## src/design/sss_pkg.sv

```systemverilog
// shared types and constants of the sensor setup sequencer
`timescale 1ns / 1ps
package sss_pkg;

  localparam int TIME_W  = 32;
  localparam int DATA_W  = 32;
  localparam int PADDR_W = 4;
  localparam int OP_W    = 3;
  localparam int CMD_W   = 4;
  localparam int PHASE_W = 3;
  localparam int RETRY_W = 4;
  localparam int STEP_W  = 5;

  localparam int INIT_COMMANDS = 10;

  localparam int QUEUE_DEPTH = 2;
  localparam int QUEUE_AW    = $clog2(QUEUE_DEPTH);
  localparam int QUEUE_CW    = $clog2(QUEUE_DEPTH + 1);

  // message classes
  localparam logic [OP_W-1:0] OP_NONE       = 3'd0;
  localparam logic [OP_W-1:0] OP_PROMPT     = 3'd1;
  localparam logic [OP_W-1:0] OP_SETUP_LINE = 3'd2;
  localparam logic [OP_W-1:0] OP_REPORT_OK  = 3'd3;
  localparam logic [OP_W-1:0] OP_REPORT_BAD = 3'd4;
  localparam logic [OP_W-1:0] OP_UNITS_OK   = 3'd5;
  localparam logic [OP_W-1:0] OP_UNITS_BAD  = 3'd6;
  localparam logic [OP_W-1:0] OP_OTHER      = 3'd7;

  // command ids
  localparam logic [CMD_W-1:0] CMD_EXIT      = 4'd0;
  localparam logic [CMD_W-1:0] CMD_QUERY     = 4'd1;
  localparam logic [CMD_W-1:0] CMD_INIT_BASE = 4'd2;
  localparam logic [CMD_W-1:0] CMD_REPORT    = 4'd12;
  localparam logic [CMD_W-1:0] CMD_UNITS     = 4'd13;

  // phase codes
  localparam logic [PHASE_W-1:0] PHASE_POWER_UP = 3'd0;
  localparam logic [PHASE_W-1:0] PHASE_EXIT     = 3'd1;
  localparam logic [PHASE_W-1:0] PHASE_SETUP    = 3'd2;
  localparam logic [PHASE_W-1:0] PHASE_INIT     = 3'd3;
  localparam logic [PHASE_W-1:0] PHASE_REPORT   = 3'd4;
  localparam logic [PHASE_W-1:0] PHASE_UNITS    = 3'd5;
  localparam logic [PHASE_W-1:0] PHASE_LEAVE    = 3'd6;
  localparam logic [PHASE_W-1:0] PHASE_WATCH    = 3'd7;

  // register indexes
  localparam logic [1:0] REG_POWER_UP_WAIT  = 2'd0;
  localparam logic [1:0] REG_REPLY_WAIT     = 2'd1;
  localparam logic [1:0] REG_WATCHDOG_WAIT  = 2'd2;
  localparam logic [1:0] REG_VERIFY_RETRIES = 2'd3;

  localparam logic [TIME_W-1:0]  POWER_UP_WAIT_RST  = 32'd950000000;
  localparam logic [TIME_W-1:0]  REPLY_WAIT_RST     = 32'd10000000;
  localparam logic [TIME_W-1:0]  WATCHDOG_WAIT_RST  = 32'd500000000;
  localparam logic [RETRY_W-1:0] VERIFY_RETRIES_RST = 4'd3;

  typedef struct packed {
    logic [TIME_W-1:0] now;
    logic              prompt;
    logic              setup_line;
    logic              report_ok;
    logic              report_bad;
    logic              units_ok;
    logic              units_bad;
    logic              traffic;
  } msg_t;

  typedef struct packed {
    logic [TIME_W-1:0]  power_up_wait;
    logic [TIME_W-1:0]  reply_wait;
    logic [TIME_W-1:0]  watchdog_wait;
    logic [RETRY_W-1:0] verify_retries;
  } cfg_t;

  typedef struct packed {
    logic               send_valid;
    logic [CMD_W-1:0]   command;
    logic               restart_link;
    logic [PHASE_W-1:0] phase;
  } result_t;

endpackage

```

## src/design/sss_front.sv

```systemverilog
// front part: classifies the message of each poll
`timescale 1ns / 1ps
module sss_front import sss_pkg::*; (
  input  logic [TIME_W-1:0] now,
  input  logic [OP_W-1:0]   opcode,
  output msg_t              msg
);

  always_comb begin
    msg            = '0;
    msg.now        = now;
    msg.traffic    = (opcode != OP_NONE);
    case (opcode)
      OP_PROMPT:     msg.prompt     = 1'b1;
      OP_SETUP_LINE: msg.setup_line = 1'b1;
      OP_REPORT_OK:  msg.report_ok  = 1'b1;
      OP_REPORT_BAD: msg.report_bad = 1'b1;
      OP_UNITS_OK:   msg.units_ok   = 1'b1;
      OP_UNITS_BAD:  msg.units_bad  = 1'b1;
      default: ;
    endcase
  end

endmodule

```

## src/design/sss_queue.sv

```systemverilog
// short queue between front and back parts
`timescale 1ns / 1ps
module sss_queue import sss_pkg::*; (
  input  logic clk,
  input  logic rst,
  input  logic push,
  input  msg_t push_msg,
  output logic full,
  input  logic pop,
  output logic pop_valid,
  output msg_t pop_msg
);

  msg_t                entry [QUEUE_DEPTH];
  logic [QUEUE_AW-1:0] wr_ptr;
  logic [QUEUE_AW-1:0] rd_ptr;
  logic [QUEUE_CW-1:0] count;
  logic                do_push;
  logic                do_pop;

  assign full      = (count == QUEUE_CW'(QUEUE_DEPTH));
  assign pop_valid = (count != '0);
  assign pop_msg   = entry[rd_ptr];
  assign do_push   = push && !full;
  assign do_pop    = pop && pop_valid;

  always_ff @(posedge clk) begin
    if (do_push) begin
      entry[wr_ptr] <= push_msg;
    end
    if (rst) begin
      wr_ptr <= '0;
      rd_ptr <= '0;
      count  <= '0;
    end else begin
      if (do_push) begin
        wr_ptr <= (wr_ptr == QUEUE_AW'(QUEUE_DEPTH - 1)) ? '0 : wr_ptr + 1'b1;
      end
      if (do_pop) begin
        rd_ptr <= (rd_ptr == QUEUE_AW'(QUEUE_DEPTH - 1)) ? '0 : rd_ptr + 1'b1;
      end
      if (do_push && !do_pop) begin
        count <= count + 1'b1;
      end else if (do_pop && !do_push) begin
        count <= count - 1'b1;
      end
    end
  end

endmodule

```

## src/design/sss_back.sv

```systemverilog
// back part: phase sequencer and result register
`timescale 1ns / 1ps
module sss_back import sss_pkg::*; (
  input  logic    clk,
  input  logic    rst,
  input  cfg_t    cfg,
  input  logic    msg_valid,
  input  msg_t    msg,
  output logic    msg_pop,
  output logic    result_valid,
  input  logic    result_stall,
  output result_t result
);

  typedef enum logic [PHASE_W-1:0] {
    PH_POWER  = PHASE_POWER_UP,
    PH_EXIT   = PHASE_EXIT,
    PH_SETUP  = PHASE_SETUP,
    PH_INIT   = PHASE_INIT,
    PH_REPORT = PHASE_REPORT,
    PH_UNITS  = PHASE_UNITS,
    PH_LEAVE  = PHASE_LEAVE,
    PH_WATCH  = PHASE_WATCH
  } phase_t;

  phase_t              phase;
  logic                entering;
  logic [TIME_W-1:0]   deadline;
  logic [STEP_W-1:0]   step_count;
  logic                in_setup;
  logic                saw_prompt;
  logic                saw_reply;
  logic                report_good;
  logic                units_good;
  logic                traffic_seen;

  phase_t              phase_next;
  logic [TIME_W-1:0]   deadline_next;
  logic [STEP_W-1:0]   step_count_next;
  logic                in_setup_next;
  logic                saw_prompt_next;
  logic                saw_reply_next;
  logic                report_good_next;
  logic                units_good_next;
  logic                traffic_seen_next;
  result_t             result_next;

  logic [TIME_W-1:0]   since;
  logic                due;
  logic                go;
  phase_t              target;
  logic                load;
  logic [TIME_W-1:0]   wait_cycles;
  logic                out_free;
  logic                retries_out;

  assign since       = msg.now - deadline;
  assign due         = !since[TIME_W-1];
  assign out_free    = !result_valid || !result_stall;
  assign msg_pop     = msg_valid && out_free;
  assign retries_out = (step_count > STEP_W'(cfg.verify_retries));

  always_comb begin
    phase_next        = phase;
    step_count_next   = step_count;
    in_setup_next     = in_setup;
    saw_prompt_next   = saw_prompt;
    saw_reply_next    = saw_reply;
    report_good_next  = report_good;
    units_good_next   = units_good;
    traffic_seen_next = traffic_seen;
    result_next       = '0;
    go                = 1'b0;
    target            = PH_POWER;
    load              = 1'b0;
    wait_cycles       = cfg.reply_wait;

    case (phase)
      PH_POWER: begin
        if (entering) begin
          load                     = 1'b1;
          wait_cycles              = cfg.power_up_wait;
          traffic_seen_next        = 1'b0;
          result_next.restart_link = 1'b1;
        end else if (due) begin
          go     = 1'b1;
          target = PH_EXIT;
        end
      end
      PH_EXIT: begin
        if (due) begin
          go     = 1'b1;
          target = PH_SETUP;
        end
      end
      PH_SETUP: begin
        if (in_setup && saw_prompt) begin
          go     = 1'b1;
          target = PH_INIT;
        end else if (due) begin
          go     = 1'b1;
          target = PH_POWER;
        end
      end
      PH_INIT: begin
        if (saw_reply || saw_prompt || due) begin
          if (step_count < STEP_W'(INIT_COMMANDS)) begin
            saw_reply_next         = 1'b0;
            saw_prompt_next        = 1'b0;
            load                   = 1'b1;
            result_next.send_valid = 1'b1;
            result_next.command    = CMD_INIT_BASE + step_count[CMD_W-1:0];
            step_count_next        = step_count + 1'b1;
          end else begin
            go     = 1'b1;
            target = PH_REPORT;
          end
        end
      end
      PH_REPORT, PH_UNITS: begin
        if ((phase == PH_REPORT) ? report_good : units_good) begin
          go     = 1'b1;
          target = (phase == PH_REPORT) ? PH_UNITS : PH_LEAVE;
        end else if (retries_out) begin
          go     = 1'b1;
          target = PH_POWER;
        end else if (due) begin
          load                   = 1'b1;
          saw_reply_next         = 1'b0;
          result_next.send_valid = 1'b1;
          result_next.command    = (phase == PH_REPORT) ? CMD_REPORT : CMD_UNITS;
          if (step_count != '1) begin
            step_count_next = step_count + 1'b1;
          end
        end else if (saw_reply) begin
          go     = 1'b1;
          target = PH_POWER;
        end
      end
      PH_LEAVE: begin
        go     = 1'b1;
        target = PH_LEAVE;
      end
      PH_WATCH: begin
        if (traffic_seen) begin
          load              = 1'b1;
          wait_cycles       = cfg.watchdog_wait;
          traffic_seen_next = 1'b0;
        end else if (due) begin
          go     = 1'b1;
          target = PH_POWER;
        end
      end
      default: ;
    endcase

    // entry action of the phase just reached
    if (go) begin
      phase_next = target;
      case (target)
        PH_POWER: begin
          load                     = 1'b1;
          wait_cycles              = cfg.power_up_wait;
          traffic_seen_next        = 1'b0;
          result_next.restart_link = 1'b1;
        end
        PH_EXIT: begin
          load                   = 1'b1;
          result_next.send_valid = 1'b1;
          result_next.command    = CMD_EXIT;
        end
        PH_SETUP: begin
          load                   = 1'b1;
          in_setup_next          = 1'b0;
          saw_prompt_next        = 1'b0;
          result_next.send_valid = 1'b1;
          result_next.command    = CMD_QUERY;
        end
        PH_INIT: begin
          load                   = 1'b1;
          saw_reply_next         = 1'b0;
          saw_prompt_next        = 1'b0;
          step_count_next        = STEP_W'(1);
          result_next.send_valid = 1'b1;
          result_next.command    = CMD_INIT_BASE;
        end
        PH_REPORT: begin
          load                   = 1'b1;
          saw_reply_next         = 1'b0;
          report_good_next       = 1'b0;
          step_count_next        = STEP_W'(1);
          result_next.send_valid = 1'b1;
          result_next.command    = CMD_REPORT;
        end
        PH_UNITS: begin
          load                   = 1'b1;
          saw_reply_next         = 1'b0;
          units_good_next        = 1'b0;
          step_count_next        = STEP_W'(1);
          result_next.send_valid = 1'b1;
          result_next.command    = CMD_UNITS;
        end
        default: begin
          // leave setup, then arm the watchdog
          phase_next             = PH_WATCH;
          load                   = 1'b1;
          wait_cycles            = cfg.watchdog_wait;
          in_setup_next          = 1'b0;
          traffic_seen_next      = 1'b0;
          result_next.send_valid = 1'b1;
          result_next.command    = CMD_EXIT;
        end
      endcase
    end

    deadline_next = load ? (msg.now + wait_cycles) : deadline;

    // message of this poll
    if (msg.prompt) begin
      saw_prompt_next = 1'b1;
    end
    if (msg.setup_line) begin
      in_setup_next  = 1'b1;
      saw_reply_next = 1'b1;
    end
    if (msg.report_ok || msg.report_bad) begin
      report_good_next = msg.report_ok;
      saw_reply_next   = 1'b1;
    end
    if (msg.units_ok || msg.units_bad) begin
      units_good_next = msg.units_ok;
      saw_reply_next  = 1'b1;
    end
    if (msg.traffic) begin
      traffic_seen_next = 1'b1;
    end

    result_next.phase = phase_next;
  end

  always_ff @(posedge clk) begin
    if (rst) begin
      phase        <= PH_POWER;
      entering     <= 1'b1;
      deadline     <= '0;
      step_count   <= '0;
      in_setup     <= 1'b0;
      saw_prompt   <= 1'b0;
      saw_reply    <= 1'b0;
      report_good  <= 1'b0;
      units_good   <= 1'b0;
      traffic_seen <= 1'b0;
      result_valid <= 1'b0;
    end else if (msg_pop) begin
      phase        <= phase_next;
      entering     <= 1'b0;
      deadline     <= deadline_next;
      step_count   <= step_count_next;
      in_setup     <= in_setup_next;
      saw_prompt   <= saw_prompt_next;
      saw_reply    <= saw_reply_next;
      report_good  <= report_good_next;
      units_good   <= units_good_next;
      traffic_seen <= traffic_seen_next;
      result_valid <= 1'b1;
      result       <= result_next;
    end else if (!result_stall) begin
      result_valid <= 1'b0;
    end
  end

endmodule

```

## src/design/sensor_setup_sequencer.sv

```systemverilog
// sensor setup sequencer: top level with register port
//
// one poll per transfer on the poll channel (now, opcode); one result per
// poll on the result channel (send_valid, command, restart_link, phase).
// a poll transfer goes into a two-entry queue; the sequencer takes it from
// there in order and registers its result in the output register.
// throughput is one poll per cycle while result_stall is low; each poll
// makes one phase update (one deadline compare, one deadline add).
// while result_stall is high the result holds; up to two more polls are
// taken into the queue before poll_stall rises.
// reset empties the queue, clears result_valid and returns the
// registers to their defaults; the first poll after reset starts the
// power-up wait and shows restart_link.
// registers sit at byte addresses 0, 4, 8, 12; the user must write them
// only while the block is idle, which the block itself does not enforce.
`timescale 1ns / 1ps
module sensor_setup_sequencer import sss_pkg::*; (
  input  logic               clk,
  input  logic               rst,
  input  logic               poll_valid,
  output logic               poll_stall,
  input  logic [TIME_W-1:0]  now,
  input  logic [OP_W-1:0]    opcode,
  output logic               result_valid,
  input  logic               result_stall,
  output logic               send_valid,
  output logic [CMD_W-1:0]   command,
  output logic               restart_link,
  output logic [PHASE_W-1:0] phase,
  input  logic               psel,
  input  logic               penable,
  input  logic               pwrite,
  input  logic [PADDR_W-1:0] paddr,
  input  logic [DATA_W-1:0]  pwdata,
  output logic [DATA_W-1:0]  prdata,
  output logic               pready
);

  cfg_t       cfg;
  msg_t       front_msg;
  msg_t       back_msg;
  logic       queue_full;
  logic       back_valid;
  logic       back_pop;
  result_t    result;
  logic       reg_write;
  logic [1:0] reg_index;

  assign pready    = 1'b1;
  assign reg_index = paddr[3:2];
  assign reg_write = psel && penable && pwrite && pready;

  always_ff @(posedge clk) begin
    if (rst) begin
      cfg.power_up_wait  <= POWER_UP_WAIT_RST;
      cfg.reply_wait     <= REPLY_WAIT_RST;
      cfg.watchdog_wait  <= WATCHDOG_WAIT_RST;
      cfg.verify_retries <= VERIFY_RETRIES_RST;
    end else if (reg_write) begin
      case (reg_index)
        REG_POWER_UP_WAIT:  cfg.power_up_wait  <= pwdata;
        REG_REPLY_WAIT:     cfg.reply_wait     <= pwdata;
        REG_WATCHDOG_WAIT:  cfg.watchdog_wait  <= pwdata;
        REG_VERIFY_RETRIES: cfg.verify_retries <= pwdata[RETRY_W-1:0];
        default: ;
      endcase
    end
  end

  always_comb begin
    case (reg_index)
      REG_POWER_UP_WAIT:  prdata = cfg.power_up_wait;
      REG_REPLY_WAIT:     prdata = cfg.reply_wait;
      REG_WATCHDOG_WAIT:  prdata = cfg.watchdog_wait;
      REG_VERIFY_RETRIES: prdata = DATA_W'(cfg.verify_retries);
      default:            prdata = '0;
    endcase
  end

  sss_front u_front (
    .now    (now),
    .opcode (opcode),
    .msg    (front_msg)
  );

  assign poll_stall = queue_full;

  sss_queue u_queue (
    .clk       (clk),
    .rst       (rst),
    .push      (poll_valid),
    .push_msg  (front_msg),
    .full      (queue_full),
    .pop       (back_pop),
    .pop_valid (back_valid),
    .pop_msg   (back_msg)
  );

  sss_back u_back (
    .clk          (clk),
    .rst          (rst),
    .cfg          (cfg),
    .msg_valid    (back_valid),
    .msg          (back_msg),
    .msg_pop      (back_pop),
    .result_valid (result_valid),
    .result_stall (result_stall),
    .result       (result)
  );

  assign send_valid   = result.send_valid;
  assign command      = result.command;
  assign restart_link = result.restart_link;
  assign phase        = result.phase;

endmodule

```

## config.mk

```make
export PLATFORM = sky130hd
export DESIGN_NAME = sensor_setup_sequencer
export DESIGN_NICKNAME = d
export VERILOG_FILES = /design/src/design/sss_pkg.sv /design/src/design/sss_front.sv /design/src/design/sss_queue.sv /design/src/design/sss_back.sv /design/src/design/sensor_setup_sequencer.sv
export SDC_FILE = /design/constraint.sdc
export NUM_CORES = 1
export LEC_CHECK = 0
export BUFFER_PORTS_ARGS = -buffer_cell sky130_fd_sc_hd__buf_2
export CORE_ASPECT_RATIO = 1.75
export CORE_MARGIN = 5
export CORE_UTILIZATION = 25
export DETAILED_ROUTE_END_ITERATION = 8
export PLACE_DENSITY_LB_ADDON = 0.12
export SYNTH_ARGS = -nofsm -noshare
export SYNTH_HDL_FRONTEND = slang
export SYNTH_SLANG_ARGS = --single-unit
```

## constraint.sdc

```tcl
create_clock -name clk -period 6.45 [get_ports clk]
set_clock_uncertainty 0.2 [all_clocks]
set_input_delay 0.645 -clock clk [delete_from_list [all_inputs] [get_ports clk]]
set_output_delay 0.645 -clock clk [all_outputs]
set_load 0.02 [all_outputs]
```

==> out/qor.txt <==
Post-synth ARST share = 0%
Count leader, synth = nand2_1
Hpwl dp = 31,130 um
First drt pass iteration count = 5
Synth top cells by count = 327 x nand2_1, 154 x a21oi_1, 153 x dfxtp_1
Status = completed
Syn_area_per_cell = 8.718 um^2
Setup violators final = 0
Synthesis-to-finish area growth = 30.50%
Global-route wire length before repair = 68,960 um
FP Rows = 111
Synth Instances = 1,500
Top cell type by total area after synthesis = dfxtp_1
VDD IR max = 0.0002392 V
Hold crit path type = in -> reg
Critical path startpoint category = register
Max incr delay on CP = 430 ps
Die H = 312.5 um
Critical-path top delay cell = a211oi_4
CTS tree = built
Worst-path fanout max = 7
P_leak = 0.006858 uW
Number of CTS-inserted buffers = 25
Share of cells above drive strength 1 = 25.88%
Grt ovf = 0
Worst path top cell family by delay = compound AO/OA/AOI/OAI gates
Final GP Congestion = 0.8104
CTS Root Cell = clkbuf_16
Pwr dens = 601.4 nW/um^2
Vias in the first global route = 11,850
GRT Max-Usage Layer = met2
DR DRC count = 0
Synth unique cells = 65
Starting DRT DRC Count = 614
Post-synth top area share = 23.42%
Required time worst endpoint = 6720 ps
Starting density of the core = 25.11%
Area after DPL = 15,550 um^2
Clock Sink Count = 240
Antenna Diode Count = 0
Hold path cells = 1
Tot GR Track Use = 15.15%
Met2 Usage GRT = 26.90%
Slew Limit Fails = 0
RSZ-0062 raised after global routing = yes
Final critical-path share of the clock period = 98.72%
WS Path Type = reg -> reg
Vias/cell = 4.766
Htree depth = 1
Port Buffers = 118
Crit. End Element = register
Fmax = 157.1 MHz
Ys Warns = 0
M1 GR Usage = 19.43%
Bufs and invs on worst path = 4
CTS Hold Bufs = 0
Mapped Nets = 1,651
Post-Syn Area = 13,080 um^2
Maxcap violations = 0
Power Total = 10,260 uW
Least-Margin Pin Slew = 1004 ps
Final nets = 1,899
Via count = 11,650
Largest cells by area after synthesis = dfxtp_1 23%, edfxtp_1 20%, nand2_1 9.4%, ha_1 6.9%, a21oi_1 5.9%
Clk_lat worst skew = 550 ps
Final hold vios = 0
Worst r2r path cells = 29
Sequential-to-total area share from yosys stat = 43.40%
Max clock buf depth = 3
Critical Path AT = 6640 ps
M3 GR Usage = 1.956%
ANT nets after route = 0
Filler Cells Inserted = 5,521
Tightest slew margin relative to the limit = 33.05%
Chip Width = 182.9 um
Core ar. = 52,080 um^2
CP Depth = 29
Largest net degree at the start of global routing = 89
Initial antenna violation count = 1
DR WL/cell = 18.26 um
Number of synthesized flops with an enable pin = 87
Setup tns final = 0 ps
Fin crit period = 6367 ps
Primary FF master, synth = dfxtp_1
Clock Pin Slew Worst Setup and Hold Paths = 60 ps
Yosys reg bits = 240
WL final = 44,630 um
Finished Cell Area = 17,070 um^2
# IOs = 122
Die Area = 57,160 um^2
repair_timing:
item                       in CTS  in global routing
setup buffers                   9                  9
cloned                          2                  0
pin swaps                      32                 27
gates resized for setup        68                 27
setup endpoints to repair      20                 20
where the power goes:
group	total, uW	switching (uW)	internal, uW
logic	6770	3450	3320
clock network	1580	655	922
registers	1920	116	1800
layout make-up:
type	count	area (um^2)	area share, %
Timing Repair Buffer	307	2145	12.57
Clock buffer	29	650.6	3.813
Tap cell	678	848.3	4.971
Sequential cell	240	5679	33.28
Inverter	60	225.2	1.320
Clock inverter	16	212.7	1.246
Multi-Input combinational cell	1114	7305	42.80
layer usage:
| metal | routed length [um] | part of all wire (%) | vias up |
|---|---|---|---|
| met5 | 13 | 0.029 | - |
| met4 | 901 | 2.0 | 2 |
| met3 | 1565 | 3.5 | 54 |
| met2 | 22200 | 50 | 238 |
| met1 | 19950 | 45 | 5532 |
| li1 | - | - | 5822 |
kinds of logic after synthesis:
logic type / Yosys count / share of synthesized area, %
and+or+nand+nor: 542 / 18.46
adders and majority gates: 74 / 7.119
xor gates and xnor gates: 24 / 1.607
AOI/OAI and AO/OA: 398 / 18.60
muxes: 75 / 6.468
other: 1 / 0.02868
buffers and inverters: 146 / 4.315
DFF: 240 / 43.40
per-stage QoR:
step	util, %	hold WS [ps]	instances	worst slack, ps
after floorplan	-	231.4	1500	24.17
after CTS	32.29	43.27	2435	-9.337
after global routing	32.77	50.92	2444	-236.7
after global placement	29.85	242.6	2380	-395.2
final	32.77	80.64	2444	82.63
after detailed placement	29.85	246.5	2380	-444.0
path summary, 6_finish.rpt:
path	startpoint	to	slack [ps]
setup reg to reg	register	u_back.deadline[26]	80
setup / recovery	register	u_back.deadline[26]	80
hold / removal	now[28]	u_queue.entry[0][35]	80
hold reg to reg	u_back.deadline[0]	u_back.deadline[0]	250
state kept, by name, summed over array words and instances (netlist names), 2 cells and up, named ones only:
signal / cells
u_back.result: 9
cfg: 100
u_back.phase: 3
u_queue.count: 2
u_back.deadline: 32
u_back.step_count: 5
u_queue.entry: 78
placed cells by master, fill, tap and decap left out, types with 21 or more instances in the layout:
| cell | count |
|---|---|
| a21oi_1 | 145 |
| a22oi_1 | 32 |
| a31oi_1 | 21 |
| buf_2 | 117 |
| buf_4 | 176 |
| clkbuf_16 | 25 |
| dfxtp_1 | 152 |
| edfxtp_1 | 87 |
| ha_1 | 65 |
| inv_1 | 60 |
| mux2_2 | 26 |
| mux2i_1 | 38 |
| nand2_1 | 324 |
| nand3b_1 | 37 |
| nor2_1 | 75 |
| o21ai_0 | 61 |
| o22ai_1 | 23 |
Note: power is estimated with default switching activity, not from simulation.
